**src/sv/hfa_pkg.sv**
```systemverilog
// Shared constants, codes and types of the hashed feature accumulator.
// No dependencies.
package hfa_pkg;

	localparam int NUM_COEFFS = 8;
	localparam int LANE_W     = (NUM_COEFFS > 1) ? $clog2(NUM_COEFFS) : 1;

	localparam logic [63:0] GOLDEN = 64'h9e3779b97f4a7c15;
	localparam logic [63:0] MIXK1  = 64'hbf58476d1ce4e5b9;
	localparam logic [63:0] MIXK2  = 64'h94d049bb133111eb;

	localparam logic [1:0] CMD_CLEAR = 2'd0;
	localparam logic [1:0] CMD_ENTRY = 2'd1;
	localparam logic [1:0] CMD_PARAM = 2'd2;
	localparam logic [1:0] CMD_READ  = 2'd3;

	localparam logic [1:0] ST_OK        = 2'd0;
	localparam logic [1:0] ST_NONFINITE = 2'd1;
	localparam logic [1:0] ST_NO_ENTRY  = 2'd2;

	typedef struct packed {
		logic clr;
		logic push;
		logic apply;
		logic rotate;
	} cell_ctrl_t;

	// elaboration only: mix of a small lane number
	function automatic logic [63:0] hmix_const(input logic [63:0] x);
		logic [63:0] v;
		v = x + GOLDEN;
		v = (v ^ (v >> 30)) * MIXK1;
		v = (v ^ (v >> 27)) * MIXK2;
		return v ^ (v >> 31);
	endfunction

	// per-lane combine key: mix(k) + golden
	function automatic logic [NUM_COEFFS*64-1:0] lane_keys();
		logic [NUM_COEFFS*64-1:0] keys;
		keys = '0;
		for (int k = 0; k < NUM_COEFFS; k++) begin
			keys[k*64 +: 64] = hmix_const(64'(k)) + GOLDEN;
		end
		return keys;
	endfunction

	localparam logic [NUM_COEFFS*64-1:0] LANE_KEYS = lane_keys();

endpackage

```
**src/sv/hfa_cell.sv**
```systemverilog
// One coefficient cell: saturating sum and a unit stage, linked to its neighbors.
// Depends on hfa_pkg.
module hfa_cell (
	input  logic                clk,
	input  logic                arst_n,
	input  hfa_pkg::cell_ctrl_t ctrl,
	input  logic [63:0]         unit_in,
	input  logic [63:0]         sum_in,
	output logic [63:0]         unit_out,
	output logic [63:0]         sum_out
);

	logic [63:0] sum_q;
	logic [63:0] unit_q;
	logic [64:0] wide;
	logic [63:0] sat;

	assign wide = {sum_q[63], sum_q} + {unit_q[63], unit_q};

	always_comb begin
		if (wide[64] != wide[63]) begin
			sat = wide[64] ? {1'b1, 63'd0} : {1'b0, {63{1'b1}}};
		end else begin
			sat = wide[63:0];
		end
	end

	always_ff @(posedge clk or negedge arst_n) begin
		if (!arst_n) begin
			sum_q <= '0;
		end else if (ctrl.clr) begin
			sum_q <= '0;
		end else if (ctrl.apply) begin
			sum_q <= sat;
		end else if (ctrl.rotate) begin
			sum_q <= sum_in;
		end
	end

	always_ff @(posedge clk) begin
		if (ctrl.push) begin
			unit_q <= unit_in;
		end
	end

	assign unit_out = unit_q;
	assign sum_out  = sum_q;

endmodule

```
**config.mk**
```make
export PLATFORM = sky130hd
export DESIGN_NAME = hfa_cell
export DESIGN_NICKNAME = d
export VERILOG_FILES = /design/src/sv/hfa_pkg.sv /design/src/sv/hfa_cell.sv
export SDC_FILE = /design/constraint.sdc
export NUM_CORES = 1
export LEC_CHECK = 0
export BUFFER_PORTS_ARGS = -buffer_cell sky130_fd_sc_hd__buf_2
export CORE_UTILIZATION = 35
export DETAILED_ROUTE_END_ITERATION = 7
export SLEW_MARGIN = 20
export SYNTH_ARGS = -nofsm -noshare
export SYNTH_HDL_FRONTEND = slang
export SYNTH_SLANG_ARGS = --single-unit
```
**constraint.sdc**
```tcl
create_clock -name clk -period 3.2 [get_ports clk]
set_input_delay 0.64 -clock clk [delete_from_list [all_inputs] [get_ports clk]]
set_output_delay 0.64 -clock clk [all_outputs]
set_load 0.02 [all_outputs]
```
[Yosys cells after proc, flatten, opt, wreduce, memory -nomap -nowiden]
Cells that the tools add are included.
Storage, ports and cells
  bits in registers: 128
  bits in latches: 0
  RAM bits: 0
  memory bits (read-only): 0
  memories kept: 0
Operators by class
  add/subtract/negate cells: 1
  $mul: 0
  div/mod/pow operators: 0
  order comparisons: 0
  equality and inequality tests: 1
  shifts and indexed selects: 0
  muxes and demuxes: 5
  bitwise operators: 0
  reductions and logical operators: 1
Operators by type and width (count)
  $mux 64: 5
  $add 64x64->65: 1
  $reduce_bool 3->1: 1
  $ne 1x1->1: 1

[Longest topological paths before layout]
  depth after elaboration: 5
  mapped depth: 14

[Worst setup path after synthesis]
OpenSTA, ideal clock, no wires.
  path kind: register to register
  start point: register unit_q[0], in the netlist unit_out[0]
  end point: register sum_q[11], in the netlist sum_out[11]
  library setup time: 0.124 ns
  arrival time: 3.485 ns
  path slack: -0.408 ns
  stages on the path, launching flop included: 15
  path through: edfxtp_1 > ha_1 > fa_1 > a211oi_2 > o211ai_1 > a221oi_4 > a311oi_1 > o31a_1 > a41o_1 > and2_4 > o22a_1 > buf_6 > buf_6 > o221ai_2 > nand2_1
On the way
  word-level cells in the longest chain between the ends: 5
Ends and longest elaborated chain
  start: declaration: RTL line hfa_cell.sv:14  | logic [63:0] unit_q;
  start signal: assignment: RTL line hfa_cell.sv:42  | unit_q <= unit_in;
  $add 64x64->65 *: RTL line hfa_cell.sv:18  | assign wide = {sum_q[63], sum_q} + {unit_q[63], unit_q};
  $mux 64 / $ne 1x1->1 (equally long branches): RTL line hfa_cell.sv:22, hfa_cell.sv:21
  $mux 64 *: RTL line hfa_cell.sv:21  | if (wide[64] != wide[63]) begin
  $mux 64 *: RTL line hfa_cell.sv:33  | end else if (ctrl.apply) begin
  $mux 64 *: RTL line hfa_cell.sv:31  | end else if (ctrl.clr) begin
  end signal: assignment: RTL line hfa_cell.sv:34  | sum_q <= sat;
  end signal: assignment: RTL line hfa_cell.sv:36  | sum_q <= sum_in;
  end: declaration: RTL line hfa_cell.sv:13  | logic [63:0] sum_q;
Every way passes the cells marked *; elsewhere a longest branch is shown, timed or not.
A chain may end at the register's enable or synchronous reset.

[Worst setup path after layout]
  start point: register unit_q[0], in the netlist unit_out[0]
  end point: register sum_q[8], in the netlist sum_out[8]
The elaborated chain is that of the path after synthesis.

==> reports/summary.txt <==
clock share of power: 25.4%
IO Port Bufs: 261
Final HPWL DP: 23,400 microns
Clock Tree Root: clkbuf_16
vias: 8,979
DIE WIDTH: 162 microns
Max transition margin: 43.3%
peak supply drop: 301 uV
unrepaired setup endpoints after global routing: true
DRC Markers: 0
final instance area: 12,400 sq um
Num CTS Buffers: 17
Fmax: 0.288 GHz
part of the power in registers: 26.9%
Final Cycle Share: 108%
Synth async-reset ratio: 50.0%
CP max-delay cell: edfxtp_1
share of cells above drive strength 1: 36.1%
# rows: 58
outcome: finished, violations left
Worst Path Arrival: 3.79 ns
Crit. End Element: flip-flop
initial antenna violation count: 1
first-pass GRT wire length: 48,500 microns
net switching power: 3160 uW
final hold violation count: 0
max-cap violations: 0
clk sinks: 128
First DRT Iteration DRCs: 543
CP delay by family, top: compound AO/OA/AOI/OAI gates
Slew Viols, Final: 0
Synth cell types: 64
Initial Util: 35.5%
Final ANT Viol Nets: 0
fillcell total: 2,400
Least-Margin Pin Slew: 0.851 ns
pin count of the biggest net entering global routing: 62
layout net count: 1,539
sequential fraction of the synthesis area: 39.5%
Skew-Pair Late Insertion Delay: 0.44 ns
failing checks: setup timing
wire per inst: 18.5 microns
CP Cell Sequence: ha_4 -> fa_2 -> a211oi_2 -> o211ai_1 -> a221oi_4 -> a311oi_2 -> o31a_1 -> a41o_1 -> and2_4 -> o22a_4 -> buf_4 -> buf_12 -> o221ai_1 -> nand2_1
placed cell areas: 11,400 sq um
grt ovf: 0
R2R cell count: 14
# IOs: 262
Clock Path Buffers: 2
Worst Path Max Fanout: 10
Power Density: 643 nW/um^2
Synth Register Bits: 128
Leakage: 0.00580 uW
yosys warns: 0
CP peak stage delay: 0.44 ns
fin crit period: 3.47 ns
critical path depth in cells: 14
setup slack after layout: -0.268 ns
Fin Hold WS: 0.307 ns
commonest non-fill, non-tap cell in the layout: buf_2
drt total wl: 31,200 microns
vias in the first global route: 9,085
CTS clk-pin slew, worst paths: 0.06 ns
Mapped Cells: 971
CORE AREA: 25,100 sq um
DIE HEIGHT: 162 microns
commonest non-fill, non-tap cells in the layout: buf_2, nand2_1, buf_4
Startpoint Class: flip-flop
clock skew: 0.0151 ns
Post-synth EDFFs: 64
CTS tree: done
Synth Net Count: 1,170
Min-Delay Path Class: input pin to async pin
WS Path Type: flip-flop to flip-flop
Avg Synthesized Cell Area: 9.18 sq um
critical path required time: 3.52 ns
post-DR vias/cell: 5.34
combinational share of power: 47.7%
All-Layer GR Usage: 24.1%
final setup vio count: 63
Routability Congestion: 0.900
Layout area overhead: 39.1%
Switching Share: 39.6%
Die Area: 26,100 sq um
hold buffers post-CTS: 0
antenna cells: 0
router iterations before antenna repair: 5
cell internal pwr: 4810 uW
H-tree levels: 4
Post-synth top flop: edfxtp_1
Buf+Inv Stages, Crit Path: 2
Cell Area, Synth: 8910 sq um
[metrics by stage]
stage / setup slack, ns / util, % / power, uW / TNS, ns / cells
floorplan: -0.240 / - / 4330 / -12.07 / 971
global placement: -0.160 / 45.4 / 5650 / -6.18 / 1635
detailed placement: -0.294 / 45.4 / 5690 / -14.06 / 1635
CTS: -0.279 / 49.0 / 7940 / -13.38 / 1680
global route: -0.423 / 49.4 / 8410 / -22.73 / 1682
finish: -0.268 / 49.4 / 7970 / -13.53 / 1682
[cell families after synthesis]
kind of cell | after synthesis | synth area share, %
mux | 2 | 0.239
flops | 128 | 39.5
compound gates | 314 | 25.4
fa+ha+maj | 65 | 9.21
simple gates | 335 | 16.4
xor+xnor | 58 | 5.70
buf+inv | 69 | 3.58
[registers in the layout, indices dropped and copies added (netlist names)]
register / cells
unit_out: 64
sum_out: 64
[per-layer routing]
layer | vias to the layer above | global-route usage, % | wire length [microns]
met1 | 4249 | 30.2 | 13600
met2 | 302 | 41.1 | 15100
met3 | 52 | 4.47 | 1590
met4 | 2 | 8.62 | 804
met5 | - | 0 | 17
li1 | 4374 | - | -
[worst paths after layout]
path | startpoint | endpoint | slack [ns]
min reg2reg | sum_out[22]$_DFFE_PN0P_ | sum_out[22]$_DFFE_PN0P_ | 0.49
max in group asynchronous | arst_n | sum_out[39]$_DFFE_PN0P_ | 2.20
max | unit_out[0]$_DFFE_PP_ | sum_out[8]$_DFFE_PN0P_ | -0.27
max reg2reg | unit_out[0]$_DFFE_PP_ | sum_out[8]$_DFFE_PN0P_ | -0.27
min in group clk | unit_in[16] | unit_out[16]$_DFFE_PP_ | 0.37
min | arst_n | sum_out[4]$_DFFE_PN0P_ | 0.31
[cell usage after synthesis, types with 4 or more instances]
cell,n,area (sq um)
a211oi_1,6,45.0
a21o_1,13,97.6
a21oi_1,97,485
a221oi_1,4,35.0
a31oi_1,10,62.6
and2_1,5,31.3
buf_6,5,56.3
clkbuf_1,38,143
dfrtp_1,64,1600
edfxtp_1,64,1920
ha_1,64,801
inv_1,20,75.1
nand2_1,185,694
nand2b_1,5,31.3
nand3_1,9,45.0
nand4_1,23,144
nor2_1,63,236
nor2b_1,5,31.3
nor3_1,17,85.1
nor4_1,4,25.0
o211ai_1,8,60.1
o21a_1,14,105
o21ai_0,60,300
o21ai_1,7,35.0
o21bai_1,12,90.1
o221ai_1,25,219
o221ai_2,30,450
or3_1,7,43.8
xnor2_1,35,307
xor2_1,23,201
[cell type report]
type | count | area (sq um) | area share, %
clock buffer | 20 | 447 | 3.60
tap | 330 | 413 | 3.33
inverter | 20 | 75.1 | 0.606
clock inverter | 11 | 140 | 1.13
sequential | 128 | 3520 | 28.4
multi-input combinational | 774 | 5230 | 42.2
timing repair buffer | 399 | 2570 | 20.7
[worst register-to-register path, stage by stage, from the launching register on]
cell and delay, ns:
edfxtp_1 0.44, ha_4 0.20, fa_2 0.35, a211oi_2 0.21, o211ai_1 0.16, a221oi_4 0.30, a311oi_2 0.16, o31a_1 0.29
a41o_1 0.25, and2_4 0.17, o22a_4 0.28, buf_4 0.16, buf_12 0.14, o221ai_1 0.17, nand2_1 0.07
[power by group through the flow]
stage          sequential [uW]  combinational (uW)  clock [uW]
6_report                  2140                3800        2030
5_1_grt                   2170                4130        2110
4_1_cts                   2140                3730        2060
3_5_place_dp              2170                3520           0
3_3_place_gp              2170                3480           0
2_1_floorplan             2400                1920           0
[repair_timing]
action,4_1_cts,5_1_grt
endpoints found under the setup margin,63,64
gates resized for setup,27,15
buffers inserted,11,3
pin swaps,4,4
cloned,4,0
endpoints found under the hold margin,0,0
Note: power is estimated with default switching activity, not from simulation.
