`src/sv/hfa_pkg.sv`:
```
// Shared constants, codes and types of the hashed feature accumulator.
// No dependencies.
package hfa_pkg;

	localparam int NUM_COEFFS = 8;
	localparam int LANE_W     = (NUM_COEFFS > 1) ? $clog2(NUM_COEFFS) : 1;

	localparam logic [63:0] GOLDEN = 64'h9e3779b97f4a7c15;
	localparam logic [63:0] MIXK1  = 64'hbf58476d1ce4e5b9;
	localparam logic [63:0] MIXK2  = 64'h94d049bb133111eb;

	localparam logic [1:0] CMD_CLEAR = 2'd0;
	localparam logic [1:0] CMD_ENTRY = 2'd1;
	localparam logic [1:0] CMD_PARAM = 2'd2;
	localparam logic [1:0] CMD_READ  = 2'd3;

	localparam logic [1:0] ST_OK        = 2'd0;
	localparam logic [1:0] ST_NONFINITE = 2'd1;
	localparam logic [1:0] ST_NO_ENTRY  = 2'd2;

	typedef struct packed {
		logic clr;
		logic push;
		logic apply;
		logic rotate;
	} cell_ctrl_t;

	// elaboration only: mix of a small lane number
	function automatic logic [63:0] hmix_const(input logic [63:0] x);
		logic [63:0] v;
		v = x + GOLDEN;
		v = (v ^ (v >> 30)) * MIXK1;
		v = (v ^ (v >> 27)) * MIXK2;
		return v ^ (v >> 31);
	endfunction

	// per-lane combine key: mix(k) + golden
	function automatic logic [NUM_COEFFS*64-1:0] lane_keys();
		logic [NUM_COEFFS*64-1:0] keys;
		keys = '0;
		for (int k = 0; k < NUM_COEFFS; k++) begin
			keys[k*64 +: 64] = hmix_const(64'(k)) + GOLDEN;
		end
		return keys;
	endfunction

	localparam logic [NUM_COEFFS*64-1:0] LANE_KEYS = lane_keys();

endpackage

```
`src/sv/hfa_mix.sv`:
```
// Iterative 64-bit mixer: add, two xor-shift/multiply rounds, final xor-shift.
// Each 64x64 low product takes three passes of one 32x32 multiplier.
// Depends on hfa_pkg.
module hfa_mix (
	input  logic        clk,
	input  logic        arst_n,
	input  logic        start,
	input  logic [63:0] din,
	output logic        done,
	output logic [63:0] dout
);

	localparam logic [2:0] M_IDLE = 3'd0;
	localparam logic [2:0] M_MUL1 = 3'd1;
	localparam logic [2:0] M_XOR  = 3'd2;
	localparam logic [2:0] M_MUL2 = 3'd3;
	localparam logic [2:0] M_FIN  = 3'd4;

	localparam logic [1:0] PH_LL = 2'd0;
	localparam logic [1:0] PH_LH = 2'd1;
	localparam logic [1:0] PH_HL = 2'd2;

	logic [2:0]  st_q;
	logic [1:0]  ph_q;
	logic [63:0] op_q;
	logic [63:0] prod_q;
	logic [63:0] seed_add;
	logic [63:0] kmul;
	logic [31:0] a_op;
	logic [31:0] b_op;
	logic [63:0] mprod;

	assign seed_add = din + hfa_pkg::GOLDEN;
	assign kmul     = (st_q == M_MUL1) ? hfa_pkg::MIXK1 : hfa_pkg::MIXK2;
	assign a_op     = (ph_q == PH_HL) ? op_q[63:32] : op_q[31:0];
	assign b_op     = (ph_q == PH_LH) ? kmul[63:32] : kmul[31:0];
	assign mprod    = a_op * b_op;

	assign done = (st_q == M_FIN);
	assign dout = prod_q ^ (prod_q >> 31);

	always_ff @(posedge clk or negedge arst_n) begin
		if (!arst_n) begin
			st_q <= M_IDLE;
			ph_q <= PH_LL;
		end else begin
			case (st_q)
				M_IDLE: begin
					ph_q <= PH_LL;
					if (start) begin
						st_q <= M_MUL1;
					end
				end
				M_MUL1, M_MUL2: begin
					if (ph_q == PH_HL) begin
						ph_q <= PH_LL;
						st_q <= (st_q == M_MUL1) ? M_XOR : M_FIN;
					end else begin
						ph_q <= ph_q + 2'd1;
					end
				end
				M_XOR:   st_q <= M_MUL2;
				M_FIN:   st_q <= M_IDLE;
				default: st_q <= M_IDLE;
			endcase
		end
	end

	always_ff @(posedge clk) begin
		if (st_q == M_IDLE && start) begin
			op_q <= seed_add ^ (seed_add >> 30);
		end else if (st_q == M_XOR) begin
			op_q <= prod_q ^ (prod_q >> 27);
		end
		if (st_q inside {M_MUL1, M_MUL2}) begin
			if (ph_q == PH_LL) begin
				prod_q <= mprod;
			end else begin
				prod_q <= prod_q + {mprod[31:0], 32'd0};
			end
		end
	end

endmodule

```
`config.mk`:
```
export PLATFORM = sky130hd
export DESIGN_NAME = hfa_mix
export DESIGN_NICKNAME = d
export VERILOG_FILES = /design/src/sv/hfa_pkg.sv /design/src/sv/hfa_mix.sv
export SDC_FILE = /design/constraint.sdc
export NUM_CORES = 2
export LEC_CHECK = 0
export ABC_AREA = 1
export BUFFER_PORTS_ARGS = -buffer_cell sky130_fd_sc_hd__buf_2
export CAP_MARGIN = 10
export CORE_UTILIZATION = 45
export DETAILED_ROUTE_END_ITERATION = 16
export GPL_ROUTABILITY_DRIVEN = 0
export PLACE_DENSITY = 0.58
export SLEW_MARGIN = 10
export SYNTH_ARGS = -nofsm -noshare
export SYNTH_HDL_FRONTEND = slang
export SYNTH_SLANG_ARGS = --single-unit
```
`constraint.sdc`:
```
create_clock -name clk -period 11.59 [get_ports clk]
set_input_delay 1.159 -clock clk [delete_from_list [all_inputs] [get_ports clk]]
set_output_delay 1.159 -clock clk [all_outputs]
set_load 0.1 [all_outputs]
```
; Yosys cells after proc, flatten, opt, wreduce, memory -nomap -nowiden
; Index checks and enable logic that the tools add are counted.
[word_totals]
out_inout_bits = 65
regBits = 133
[classes]
mux = 12
add_sub_neg = 3
n_eq_ne = 8
bitwise_logic = 3
reduce_logical = 8
mul = 1
[ops]
columns = cell, count
row1 = 64-bit 2-to-1 mux, 3
row2 = 64-bit adder, 1
row3 = "64-bit adder, second input constant", 1
row4 = 32-bit by 32-bit multiplier with 64-bit output, 1
row5 = 32-bit 2-to-1 mux, 2
row6 = 64-bit by 33-bit bitwise XOR with 64-bit output, 1
row7 = 64-bit by 34-bit bitwise XOR with 64-bit output, 1
row8 = 64-bit by 37-bit bitwise XOR with 64-bit output, 1
row9 = 62-bit 2-to-1 mux, 1
row10 = 3-bit 2-to-1 mux, 3
row11 = 3-bit case mux with 3 select lines, 1
row12 = "3-bit by 2-bit == test with 1-bit output, second input constant", 2
row13 = 2-bit nonzero test, 3
row14 = "2-bit inequality test, second input constant", 2
row15 = 2-bit case mux with 2 select lines, 1
row16 = "3-bit by 1-bit == test with 1-bit output, second input constant", 1
row17 = "3-bit == test, second input constant", 1
row18 = 3-bit zero test, 1
row19 = "2-bit by 1-bit adder with 2-bit output, second input constant", 1
row20 = "2-bit by 1-bit == test with 1-bit output, second input constant", 1
row21 = "2-bit == test, second input constant", 1
row22 = 2-bit zero test, 1
row23 = 2-bit 2-to-1 mux, 1
row24 = 2-bit AND reduction, 1
row25 = 2 further kinds, 2

; Depth between registers and ports, before layout
[depth]
ltp_word = 6
mapped_depth = 47

; Worst setup path after synthesis
; OpenSTA, ideal clock, no wires.
[synth_timing]
path_type = flip-flop to flip-flop
startpoint = register st_q[2]
endpoint = register prod_q[63], data pin
path_slack_ps = 2036
path_stages_with_launch = 41
arrival_time_ps = 9300
t_required_ps = 11336
cell_sequence = dfrtp_1 nor2_2 inv_2 nor2_4 buf_1 ha_1 inv_1 buf_1 nor2_1 nor2_1 fa_1 inv_1 fa_1 fa_1 inv_1 fa_1 inv_1 fa_1 [5 not listed] ha_1 nand2_1 nor2_1 inv_1 o21ai_0 inv_1 nand2_1 xnor2_1 inv_1 ha_1 nand2_1 o21ai_0 a21oi_1 o21ai_0 a21oi_1 nand3_1 nand3_1 nand2_1
[synth_via]
elab_chain_len = 6
[synth_rtl]
columns = item, line
row1 = start: declaration, hfa_mix.sv:23  ; logic [2:0] st_q;
row2 = start signal: assignment, hfa_mix.sv:57  ; st_q <= (st_q == M_MUL1) ? M_XOR : M_FIN;
row3 = 3-bit by 1-bit == test with 1-bit output (*), hfa_mix.sv:34  ; assign kmul = (st_q == M_MUL1) ? hfa_pkg::MIXK1 : hfa_pkg::MIXK2;
row4 = 62-bit 2-to-1 mux (*), hfa_mix.sv:34
row5 = 32-bit 2-to-1 mux (*), hfa_mix.sv:36  ; assign b_op = (ph_q == PH_LH) ? kmul[63:32] : kmul[31:0];
row6 = 32-bit by 32-bit multiplier with 64-bit output (*), hfa_mix.sv:37  ; assign mprod = a_op * b_op;
row7 = 64-bit adder, hfa_mix.sv:79  ; prod_q <= prod_q + {mprod[31:0], 32'd0};
row8 = 64-bit 2-to-1 mux (*), hfa_mix.sv:76  ; if (ph_q == PH_LL) begin
row9 = end signal: assignment, hfa_mix.sv:77  ; prod_q <= mprod;
row10 = end signal: assignment, hfa_mix.sv:79
row11 = end: declaration, hfa_mix.sv:26  ; logic [63:0] prod_q;
; Mark *: on every way between the ends. The rest lies on a longest branch, timed or not.
; A chain may end at the register's enable or synchronous reset.

; Final worst setup path
[layout_timing]
startpoint = register ph_q[1]
endpoint = register prod_q[63], data pin
[layout_via]
elab_chain_len = 5
[layout_rtl]
columns = item, line
row1 = start: declaration, hfa_mix.sv:24  ; logic [1:0] ph_q;
row2 = start signal: assignment, hfa_mix.sv:59  ; ph_q <= ph_q + 2'd1;
row3 = 2-bit == test or 2-bit by 1-bit == test with 1-bit output (tied branches), "hfa_mix.sv:35, hfa_mix.sv:36"
row4 = 32-bit 2-to-1 mux (on tied branches), "hfa_mix.sv:35, hfa_mix.sv:36"
row5 = 32-bit by 32-bit multiplier with 64-bit output, hfa_mix.sv:37
row6 = 64-bit adder, hfa_mix.sv:79
row7 = 64-bit 2-to-1 mux (*), hfa_mix.sv:76
; Marks and branches as above.

==> flow_metrics.env <==
export IMPL_final_util_pct=48.24
export IMPL_clock_sinks=133
export IMPL_drtAntennaViolNets=0
export IMPL_ys_seq_area_share_pct=9.346
export IMPL_syn2layout_area_growth_pct=6.026
export IMPL_wirelength_mm=167.6
export IMPL_synth_top_area_cell="fa_1"
export IMPL_synth_flop_cell="edfxtp_1"
export IMPL_drt_first_iter_violations=4176
export IMPL_synth_area_leaders="fa_1 39%, inv_1 11%, ha_1 11%, edfxtp_1 9.1%, nand2_1 8.1%"
export IMPL_cts_clk_slew_worst_paths_ps=70
export IMPL_status="finished, final reports clean"
export IMPL_synthesis_area_um2=42460
export IMPL_slew_headroom_pct=10.03
export IMPL_fin_worst_skew_ps=13.99
export IMPL_grt_pass1_vias=37010
export IMPL_gr_total_overflow=0
export IMPL_syn_instance_count=5331
export IMPL_cts_max_path_buffers=2
export IMPL_crit_path_end_kind="register"
export IMPL_rsz0062_at_grt="false"
export IMPL_path_class="reg -> reg"
export IMPL_layout_cells_most_common="inv_1"
export IMPL_port_buffers=131
export IMPL_cts_hold_buf=0
export IMPL_wire_per_inst_um=25.12
export IMPL_worstPathArrival_ps=11140
export IMPL_synth_seq_cells=133
export IMPL_antenna_diode_count=0
export IMPL_post_cts_resized=0
export IMPL_route_detailed_drc=0
export IMPL_layout_common_cells="1,290 x inv_1, 920 x nand2_1, 827 x fa_1, 695 x nor2_1, 366 x ha_1"
export IMPL_worstPathMaxFanout=49
export IMPL_cpPeakStageDelay_ps=760
export IMPL_drv_slew=0
export IMPL_hp_class="in -> async"
export IMPL_async_flop_share_pct=3.759
export IMPL_post_cts_buffers=0
export IMPL_die_y_um=309.2
export IMPL_dp_worst_setup_slack_ps=1094
export IMPL_synth_top_cell_area_share_pct=38.99
export IMPL_antenna_found_initial=4
export IMPL_period_minus_slack_ps=10940
export IMPL_synthesis_nets=6591
export IMPL_cts_made_buffers=17
export IMPL_die_area_um2=95600
export IMPL_die_x_um=309.2
export IMPL_critPathBufInv=7
export IMPL_vias=36640
export IMPL_cts_tree="built"
export IMPL_final_net_count=6668
export IMPL_setup_worst_path_start_class="register"
export IMPL_dpl_hpwl_mm=146.1
export IMPL_setup_violations=0
export IMPL_initial_core_util_pct=45.50
export IMPL_worstMarginPinSlew_ps=1341
export IMPL_setup_ws_ps=646.5
export IMPL_viasPerCell=5.490
export IMPL_required_ps=11790
export IMPL_core_rowCount=112
export IMPL_synth_edf_count=128
export IMPL_clock_latency_ps=440
export IMPL_period_share_pct=94.42
export IMPL_finalSetupTns_ps=0
export IMPL_crit_family="adder cells"
export IMPL_syn_area_per_cell_um2=7.966
export IMPL_drv_cap=0
export IMPL_yosys_warnings=0
export IMPL_dr_pass1_iters=6
export IMPL_cpMaxStageDelayCell="nor2_1"
export IMPL_grt_pass1_wl_mm=247.0
export IMPL_ios=132
export IMPL_grt_use_total_pct=36.05
export IMPL_clock_fmax_mhz=91.38
export IMPL_core_area_um2=93330
export IMPL_cts_root_buf="clkbuf_16"
export IMPL_grt_max_degree=68
export IMPL_drive_gt1_share_pct=6.383
export IMPL_yosys_cell_types_count=52
export IMPL_hold_viol_final=0
export IMPL_cts_max_level=4
metal layers:
layer | track usage, % | up-vias | wire length, um
li1 | - | 16080 | -
met1 | 48.60 | 17840 | 65900
met2 | 53.84 | 2314 | 71690
met3 | 10.20 | 402 | 20750
met4 | 16.04 | 6 | 9263
met5 | 0.2022 | - | 40
path summary, 6_finish.rpt:
path	startpoint	endpoint	slack, ps	cells past startpoint
setup reg to reg	ph_q[1]	prod_q[63]	650	38
hold / removal	arst_n	st_q[1]	520	1
min in group clk	st_q[0]	st_q[0]	610	3
hold reg to reg	st_q[0]	st_q[0]	610	3
setup / recovery	ph_q[1]	prod_q[63]	650	38
max in group asynchronous	arst_n	ph_q[1]	10940	1
stage by stage:
step                area, um2  hold slack [ps]  cells
finish                  45020            519.7   6675
global route            45020            523.1   6675
CTS                     45020            524.6   6675
detailed placement      44440            600.1   6643
global placement        44440            600.1   6643
floorplan               42460            546.8   5331
kinds of logic (layout without fill, tap and decap cells):
kind of cell	Yosys count	count (layout)	synth area share [%]
AND/OR/NAND/NOR	1967	1967	18.90
buffers and inverters	1474	1564	13.50
adder cells (fa/ha/maj)	1193	1193	49.77
AO/OA/AOI/OAI	422	422	5.504
XOR/XNOR	141	141	2.944
flip-flops	133	133	9.346
multiplexers	1	1	0.02652
registers in the layout, summed over array words and instances (netlist names):
name / count
ph_q: 2
op_q: 64
prod_q: 64
st_q: 3
area by class of cell:
class                      count  area (um2)
clock buffer                  17       425.4
clock inverter                15       158.9
fill                        9430       48310
inverter                    1347        5056
multi-input combinational   3724       32780
sequential                   133        3969
tap                         1254        1569
timing repair buffer         185        1061
Yosys cell counts (all sizes together), types with 3 or more instances:
library cell	count
a21boi	8
a21o	13
a21oi	181
and2	3
buf	86
clkbuf	41
dfrtp	5
edfxtp	128
fa	827
ha	366
inv	1345
nand2	929
nand3	218
nand3b	10
nand4	35
nor2	726
nor3	36
o211ai	4
o21a	8
o21ai	192
o21bai	13
or2	7
xnor2	28
xor2	113
Power is left out: the tool's default activity adds up to more than one toggle a clock period on the data nets, which glitch-free logic cannot reach.
